===== src/rtl/core/pga_pkg.sv =====
// ----------------------------------------------------------------------------
// Page allocator package
// Field widths, command and status codes, controller/datapath interface.
// ----------------------------------------------------------------------------
package pga_pkg;

  localparam int NUM_PAGES_DEF = 32768;
  localparam int REF_BITS_DEF  = 8;

  localparam int CMD_W    = 2;
  localparam int PAGE_W   = 15;
  localparam int FIRST_W  = 15;
  localparam int LIMIT_W  = 16;
  localparam int STATUS_W = 3;
  localparam int CNT_W    = 8;

  localparam int APB_DW  = 32;
  localparam int PADDR_W = 3;

  localparam logic [LIMIT_W-1:0] LIMIT_RESET = 16'h8000;

  typedef enum logic [CMD_W-1:0] {
    CMD_ALLOC   = 2'd0,
    CMD_FREE    = 2'd1,
    CMD_REF_INC = 2'd2,
    CMD_INIT    = 2'd3
  } command_t;

  localparam logic [STATUS_W-1:0] ST_OK    = 3'd0;
  localparam logic [STATUS_W-1:0] ST_EMPTY = 3'd1;
  localparam logic [STATUS_W-1:0] ST_BAD   = 3'd2;
  localparam logic [STATUS_W-1:0] ST_HELD  = 3'd3;
  localparam logic [STATUS_W-1:0] ST_FULL  = 3'd4;

  localparam logic REG_FIRST_PAGE = 1'b0;
  localparam logic REG_LIMIT_PAGE = 1'b1;

  typedef struct packed {
    logic accept;
    logic clr_step;
    logic exec;
    logic init_rd;
    logic init_wr;
    logic init_done;
  } dp_cmd_t;

  typedef struct packed {
    logic clr_last;
    logic init_more;
    logic out_free;
    logic in_init;
  } dp_stat_t;

endpackage


===== src/rtl/core/pga_ctrl.sv =====
// ----------------------------------------------------------------------------
// Page allocator controller
// Sequences the clearing pass, single-item commands and the init walk.
// ----------------------------------------------------------------------------
module pga_ctrl (
  input  logic               clk,
  input  logic               rst,
  input  logic               in_valid,
  output logic               in_stall,
  output pga_pkg::dp_cmd_t   cmd,
  input  pga_pkg::dp_stat_t  stat
);
  import pga_pkg::*;

  typedef enum logic [2:0] {
    S_CLEAR,
    S_IDLE,
    S_EXEC,
    S_INIT_RD,
    S_INIT_WR,
    S_INIT_DONE
  } state_t;

  state_t state;

  always_ff @(posedge clk) begin
    if (rst) begin
      state <= S_CLEAR;
    end else begin
      case (state)
        S_CLEAR: begin
          if (stat.clr_last) state <= S_IDLE;
        end
        S_IDLE: begin
          if (in_valid) state <= stat.in_init ? S_INIT_RD : S_EXEC;
        end
        S_EXEC: begin
          if (stat.out_free) state <= S_IDLE;
        end
        S_INIT_RD: begin
          state <= stat.init_more ? S_INIT_WR : S_INIT_DONE;
        end
        S_INIT_WR: begin
          state <= S_INIT_RD;
        end
        S_INIT_DONE: begin
          if (stat.out_free) state <= S_IDLE;
        end
        default: begin
          state <= S_CLEAR;
        end
      endcase
    end
  end

  assign in_stall = (state != S_IDLE);

  always_comb begin
    cmd           = '0;
    cmd.clr_step  = (state == S_CLEAR);
    cmd.accept    = (state == S_IDLE) && in_valid;
    cmd.exec      = (state == S_EXEC) && stat.out_free;
    cmd.init_rd   = (state == S_INIT_RD) && stat.init_more;
    cmd.init_wr   = (state == S_INIT_WR);
    cmd.init_done = (state == S_INIT_DONE) && stat.out_free;
  end

endmodule


===== config.mk =====
export PLATFORM = sky130hd
export DESIGN_NAME = pga_ctrl
export DESIGN_NICKNAME = d
export VERILOG_FILES = /design/src/rtl/core/pga_pkg.sv /design/src/rtl/core/pga_ctrl.sv
export SDC_FILE = /design/constraint.sdc
export NUM_CORES = 1
export LEC_CHECK = 0
export BUFFER_PORTS_ARGS = -buffer_cell sky130_fd_sc_hd__buf_2
export CAP_MARGIN = 20
export CORE_AREA = 2 2 39 41
export CTS_BUF_LIST = sky130_fd_sc_hd__clkbuf_8
export DETAILED_ROUTE_END_ITERATION = 10
export DIE_AREA = 0 0 41 43
export SYNTH_ARGS = -nofsm -noshare
export SYNTH_HDL_FRONTEND = slang
export SYNTH_SLANG_ARGS = --single-unit

===== constraint.sdc =====
create_clock -name clk -period 1.6 [get_ports clk]
set_clock_uncertainty 0.1 [all_clocks]
set_input_delay 0.24 -clock clk [delete_from_list [all_inputs] [get_ports clk]]
set_output_delay 0.24 -clock clk [all_outputs]
set_load 0.03 [all_outputs]

# Yosys cells after proc, flatten, opt, wreduce, memory -nomap -nowiden
# Index checks and enable logic that the tools add are counted.
# classes
n_reduce_logical	7
eq_ne	9
n_mux	6
# op_table
operator	n
3-bit one-hot mux with 5 select lines	1
3-bit 2-to-1 mux	3
3-bit by 2-bit equality test with 1-bit output (second input constant)	2
3-bit equality test (second input constant)	2
1-bit logical AND	4
2-bit by 1-bit inequality test with 1-bit output (second input constant)	2
3-bit by 1-bit equality test with 1-bit output (second input constant)	1
3-bit logical NOT	1
3-bit by 1-bit inequality test with 1-bit output (second input constant)	1
3-bit AND reduction	1
1-bit 2-to-1 mux	2
2-bit inequality test (second input constant)	1
2-bit OR reduction	1
# totals
word_cells	23
out_inout_bits	7
ff_bits	3
input_bits	7

# Depth between registers and ports, before layout
# Gate-level depths: netlist of run 1.
# logic_depth
word_depth	4
ltp_mapped	5

# Worst setup path before layout of run 1
# Ideal clock, no wire load.
# synth_timing
path_type	reg2out
start	register state[2]
end	output port cmd[5] (netlist name)
path_buffers	1
setup_slack_ps	-132
path_stages_with_launch	4
t_arrival_ps	1392
t_required_ps	1260
path_cell_list	dfxtp_1 -> buf_2 -> nand2b_1 -> nor3b_1
# synth_rtl
element	line	rtl
from (decl)	pga_ctrl.sv:24	state_t state;
from (signal assigned)	pga_ctrl.sv:35	if (in_valid) state <= stat.in_init ? S_INIT_RD : S_EXEC;
from (signal assigned)	pga_ctrl.sv:41	state <= stat.init_more ? S_INIT_WR : S_INIT_DONE;
to (decl)	pga_ctrl.sv:10	output pga_pkg::dp_cmd_t cmd,

# Worst setup path after layout of run 1
# layout_timing
start	register state[2]
end	output port in_stall
# layout_via
elab_chain_cells	1
# layout_lines
element	line	rtl
3-bit by 1-bit inequality test with 1-bit output	pga_ctrl.sv:56	assign in_stall = (state != S_IDLE);
to (decl)	pga_ctrl.sv:9	output logic in_stall,
# No other way between the ends.

==> impl_metrics.csv, run 1 <==
group,metric,value,unit
status,status,"complete, no violations",
cells_and_area,largest_register_ffs,3,
clock_tree,cts_buffers,3,
timing,hold_violations,0,
critical_path,cp.required,1260,ps
critical_path,critPathMaxStageDelay,300,ps
pwr,vdd_drop_max,0.459,mV
detailed_routing,dr.pass1.iters,3,
critical_path,crit_type,"reg2out",
critical_path,crit_path_end_kind,"output port",
grt,grt_pass1_wl,952,microns
cells_and_area,nNetsFinal,56,
clock_tree,cts_max_path_buffers,2,
die,die_w,41,microns
cells_and_area,reg_top3,"state: 3 flops",
die,core_area,0.00138,sq mm
timing,fmax,677,MHz
synthesis,synth-seq-cells,3,
grt,use_met3,7.85,%
grt,antenna_found_initial,0,
critical_path,arrival,1140,ps
critical_path,crit-reg2reg-launch,"state[0]$_SDFFE_PP0P_",
die,dieArea,0.00176,sq mm
detailed_routing,routed_wirelength,596,microns
place,place_ws,175,ps
cells_and_area,fin_area,407,sq um
grt,global_route.usage.met1,9.62,%
die,num_rows,14,
timing,grt_setup_unrepaired,"false",
cells_and_area,syn_to_final_growth,50.5,%
detailed_routing,route.detailed.drc,0,
detailed_routing,drtIter0Drc,4,
critical_path,worstPathCellList,"nand2b_1 -> or2_2 -> buf_2",
cells_and_area,regMostFlops,"state",
synthesis,yosysSeqAreaShare,22.2,%
synthesis,synth.avg_cell_area,8.45,sq um
clock_tree,cts_tree,"built",
clock_tree,clk_pin_slew,30,ps
grt,grt_use_met2,11.9,%
synthesis,syn_nets,39,
synthesis,synth_warnings,0,
grt,grt_pass1_vias,245,
synthesis,synth_compound_gate_area_share,15.3,%
clock_tree,cts_root_buf,"clkbuf_8",
clock_tree,htreeDepth,1,
place,placed_cells,60,
critical_path,startpoint_type,"register",
pwr,p_per_area,1170,mW/mm^2
pwr,power_leakage,0.184,nW
timing,fin_crit,1480,ps
detailed_routing,ant_nets,0,
critical_path,crit_buf_inv,1,
timing,slew_headroom,82.8,%
place,place.gp.congestion,0.698,
critical_path,cp-endpoint,"in_stall",
timing,setup_viol,0,
timing,whs,113,ps
detailed_routing,vias,287,
synthesis,yosys-top-cells-area,"dfxtp_1 22%, mux2i_1 7.4%, nor2_1 6.9%",
synthesis,synth_top_family_by_area,"simple AND/OR/NAND/NOR gates",
cells_and_area,layout.cells.non_filler,64,
detailed_routing,wire_per_inst,9.31,microns
grt,grt_start_max_net_pins,16,
synthesis,synth_top_cell_area_share,22.2,%
critical_path,r2r_setup_slack,300,ps
synthesis,syn_area,270,sq um
die,num_io_pins,14,
place,port-buffer-count,13,
place,hpwlAfterDp,480,microns
critical_path,crit_start,"state[2]$_SDFFE_PP0P_",
critical_path,rr_endpoint,"state[1]$_SDFFE_PP0P_",
critical_path,slowest_stage,"dfxtp_1",
synthesis,synthMuxAreaShare,11.6,%
cells_and_area,layout_commonest_cell,"buf_2",
cells_and_area,layout_common_cells,"13 x buf_2, 5 x nor2_1, 3 x clkbuf_8",
grt,grt_usage,8.32,%
clock_tree,clk_latency,210,ps
critical_path,rr_worst_depth,5,
pwr,total_power,477,uW
timing,fin_setup_tns,0,ps
synthesis,synth_largest_area_cell,"dfxtp_1",
die,fp.dieH,43,microns
cells_and_area,n_antenna_cell,0,
critical_path,cpLargestDelayFamily,"simple AND/OR/NAND/NOR gates",
timing,tightestPinTransition,259,ps
grt,grt-busiest-layer,"met2",
clock_tree,clock_sinks,3,
cells_and_area,final_util,29.4,%
clock_tree,holdBufCountCts,0,
synthesis,yosys.area_share.simple,43.1,%
die,initial_core_util,19.5,%
synthesis,postSynthCellCount,32,
timing,finalWorstSetupSlack,122,ps
critical_path,cp_max_fo,3,
timing,slew_violations,0,
job,maxCapViolCount,0,
critical_path,cp.depth,3,
detailed_routing,viasPerCell,4.48,
synthesis,synthDistinctLibCells,21,
timing,period_share,92.4,%
synthesis,synthAdderAreaFrac,0,%
hold_path,hold_class,"in2reg",
place,placed_area,359,sq um
synthesis,synth_xor_area_share,0,%
grt,grt.overflow.total,0,
cells_and_area,drive_above_1_share,56.3,%
==> cells by family after synthesis <==
logic type / after synthesis
and+or+nand+nor: 18
AOI/OAI and AO/OA: 5
muxes: 3
DFF: 3
buffers and inverters: 3
==> routing by layer <==
layer  wire, microns  part of all wire, %
met1             278                   47
met2             238                   40
met3              79                   13
met4               0                    0
met5               0                    0
==> Yosys cell counts, drive strengths merged <==
cell    instances
a221o           1
nand2           2
o31ai           2
nor4b           1
mux2i           2
nor3b           2
dfxtp           3
and4b           1
or3b            1
buf             3
nand3b          1
nor2            5
or2             1
a31oi           1
mux2            1
nand2b          2
nor3            2
a21oi           1
==> report_power, final <==
| group | switching (mW) | internal, mW | leakage (nW) |
|---|---|---|---|
| sequential | 0.0191 | 0.0871 | 0.0253 |
| clock | 0.0478 | 0.163 | 0.0269 |
| combinational | 0.0930 | 0.0671 | 0.132 |
| total | 0.160 | 0.317 | 0.184 |
==> final cells by class <==
cell class	count	area (sq um)
Sequential cell	3	62.6
Multi-Input combinational cell	26	199
Fill cell	158	977
Clock inverter	1	3.75
Clock buffer	3	41.3
Timing Repair Buffer	15	80.1
Tap cell	16	20.0
==> worst reg2reg max path: cells and delay by family (launching register included) <==
family / cells / cell delay [ps]
and+or+nand+nor: 3 / 490
buffers and inverters: 1 / 170
AOI/OAI and AO/OA: 1 / 150
DFF: 1 / 330
==> worst min-delay path by stage <==
stage / slack, ps / startpoint / to / cells after the start
detailed placement: 340 / rst / state[1]$_SDFFE_PP0P_ / 2
finish: 110 / rst / state[1]$_SDFFE_PP0P_ / 2
CTS: 110 / rst / state[1]$_SDFFE_PP0P_ / 2
floorplan: 210 / rst / state[1]$_SDFFE_PP0P_ / 1
global route: 110 / rst / state[1]$_SDFFE_PP0P_ / 2
global placement: 340 / rst / state[1]$_SDFFE_PP0P_ / 2
==> what timing repair did <==
item | 4_1_cts | 5_1_grt
gates resized for setup | 1 | 1
setup buffers | 0 | 0
pin swaps | 0 | 0
setup endpoints to repair | 2 | 1
(Power assumes the default switching activity.)
==> run 2: changes to the inputs <==
--- a/config.mk
+++ b/config.mk
@@ -11,6 +11,7 @@
 export CTS_BUF_LIST = sky130_fd_sc_hd__clkbuf_8
 export DETAILED_ROUTE_END_ITERATION = 10
 export DIE_AREA = 0 0 41 43
+export PLACE_DENSITY = 0.48
 export SYNTH_ARGS = -nofsm -noshare
 export SYNTH_HDL_FRONTEND = slang
 export SYNTH_SLANG_ARGS = --single-unit
==> impl_metrics.csv, run 2 (synthesized netlist as in run 1, its figures left out) <==
group,metric,value,unit
grt,grt_pass1_vias,261,
cells_and_area,largest_register_ffs,3,
cells_and_area,syn_to_final_growth,53.2,%
cells_and_area,regMostFlops,"state",
critical_path,rr_endpoint,"state[1]$_SDFFE_PP0P_",
grt,grt_pass1_wl,1080,microns
die,die_w,41,microns
detailed_routing,wire_per_inst,10.1,microns
grt,antenna_found_initial,0,
detailed_routing,routed_wirelength,647,microns
die,num_rows,14,
clock_tree,htreeDepth,1,
timing,fin_setup_tns,0,ps
detailed_routing,dr.pass1.iters,1,
grt,grt_usage,9.63,%
die,dieArea,0.00176,sq mm
critical_path,r2r_setup_slack,260,ps
critical_path,cp.required,1260,ps
die,core_area,0.00138,sq mm
detailed_routing,drtIter0Drc,0,
job,maxCapViolCount,0,
die,num_io_pins,14,
critical_path,cp_max_fo,10,
timing,fin_crit,1530,ps
clock_tree,cts_max_path_buffers,2,
critical_path,worstPathCellList,"buf_4 -> and4b_1 -> buf_2",
detailed_routing,viasPerCell,4.33,
die,initial_core_util,19.5,%
timing,whs,101,ps
hold_path,hold_class,"in2reg",
cells_and_area,layout_common_cells,"13 x buf_2, 5 x nor2_1, 3 x clkbuf_8",
place,place.gp.congestion,0.714,
critical_path,crit-reg2reg-launch,"state[0]$_SDFFE_PP0P_",
clock_tree,post_cts_buffers,0,
critical_path,critPathMaxStageDelay,390,ps
critical_path,crit_type,"reg2out",
clock_tree,cts_root_buf,"clkbuf_8",
critical_path,rr_worst_depth,5,
critical_path,crit_path_end_kind,"output port",
critical_path,arrival,1190,ps
clock_tree,clk_pin_slew,30,ps
pwr,p_per_area,1160,mW/mm^2
timing,setup_viol,0,
pwr,power_leakage,0.186,nW
timing,slew_headroom,82.7,%
place,port-buffer-count,13,
detailed_routing,ant_nets,0,
cells_and_area,drive_above_1_share,58.3,%
cells_and_area,layout.cells.non_filler,64,
timing,period_share,95.5,%
clock_tree,clk_latency,210,ps
timing,grt_setup_unrepaired,"false",
critical_path,slowest_stage,"dfxtp_1",
clock_tree,cts_buffers,3,
grt,grt.overflow.total,0,
cells_and_area,n_antenna_cell,0,
critical_path,startpoint_type,"register",
critical_path,crit_start,"state[0]$_SDFFE_PP0P_",
timing,fmax,655,MHz
critical_path,cp-endpoint,"cmd[0]",
cells_and_area,layout_commonest_cell,"buf_2",
timing,tightestPinTransition,259,ps
clock_tree,cts_tree,"built",
timing,hold_violations,0,
grt,grt_start_max_net_pins,16,
timing,slew_violations,0,
place,hpwlAfterDp,500,microns
detailed_routing,vias,277,
clock_tree,clock_sinks,3,
cells_and_area,reg_top3,"state: 3 flops",
die,fp.dieH,43,microns
detailed_routing,route.detailed.drc,0,
cells_and_area,nNetsFinal,56,
status,status,"complete, no violations",
pwr,vdd_drop_max,0.537,mV
place,placed_cells,60,
## run 2: repair_timing
item                                   in CTS  in global routing
gates cloned                                0                  0
setup endpoints to repair                   2                  2
hold buffers                                0                  0
endpoints found under the hold margin       0                  0
resized for setup                           1                  2
## run 2: critical path, delay by kind of cell (launching register included)
family | cells | cell delay [ps]
flip-flops | 1 | 390
AND/OR/NAND/NOR | 1 | 190
buffers and inverters | 2 | 390
## run 2: layout make-up
| class | count | area [sq um] |
|---|---|---|
| multi-input cells | 26 | 206 |
| flip-flops and latches | 3 | 62.6 |
| fillers | 162 | 970 |
| clock buffers | 3 | 41.3 |
| clock inverters | 1 | 3.75 |
| repair buffers | 15 | 80.1 |
| well taps | 16 | 20.0 |
## run 2: per-layer routing
layer / vias up / share of wire, % / wire [microns] / track usage [%]
li1: 147 / - / - / -
met1: 115 / 49 / 318 / 12.8
met2: 13 / 38 / 247 / 10.6
met3: 2 / 11 / 69 / 3.66
met4: 0 / 1.7 / 11 / 10.0
met5: - / 0 / 0 / 0
## run 2: through the flow
step	worst slack, ps	utilization, %	power, mW	instance area, sq um
final	72.5	29.9	0.482	414
after global routing	13.4	29.9	0.517	414
after CTS	28.5	29.3	0.486	405
after detailed placement	154	25.9	0.270	359
after global placement	175	25.9	0.268	359
after floorplan	72.0	-	0.233	280
## run 2: worst min-delay path by stage
| stage | from | endpoint | slack [ps] | cells after the start |
|---|---|---|---|---|
| after floorplan | rst | state[1]$_SDFFE_PP0P_ | 210 | 1 |
| after global placement | rst | state[1]$_SDFFE_PP0P_ | 330 | 2 |
| after detailed placement | rst | state[1]$_SDFFE_PP0P_ | 330 | 2 |
| after CTS | rst | state[1]$_SDFFE_PP0P_ | 100 | 2 |
| after global routing | rst | state[1]$_SDFFE_PP0P_ | 110 | 2 |
| final | rst | state[1]$_SDFFE_PP0P_ | 100 | 2 |
## run 2: where the power goes
part           total [mW]  internal (mW)  switching, mW  leakage, nW
sequential          0.105         0.0859         0.0195       0.0255
combinational       0.169         0.0712         0.0975        0.133
clock               0.208          0.163         0.0451       0.0269
total               0.482          0.320          0.162        0.186
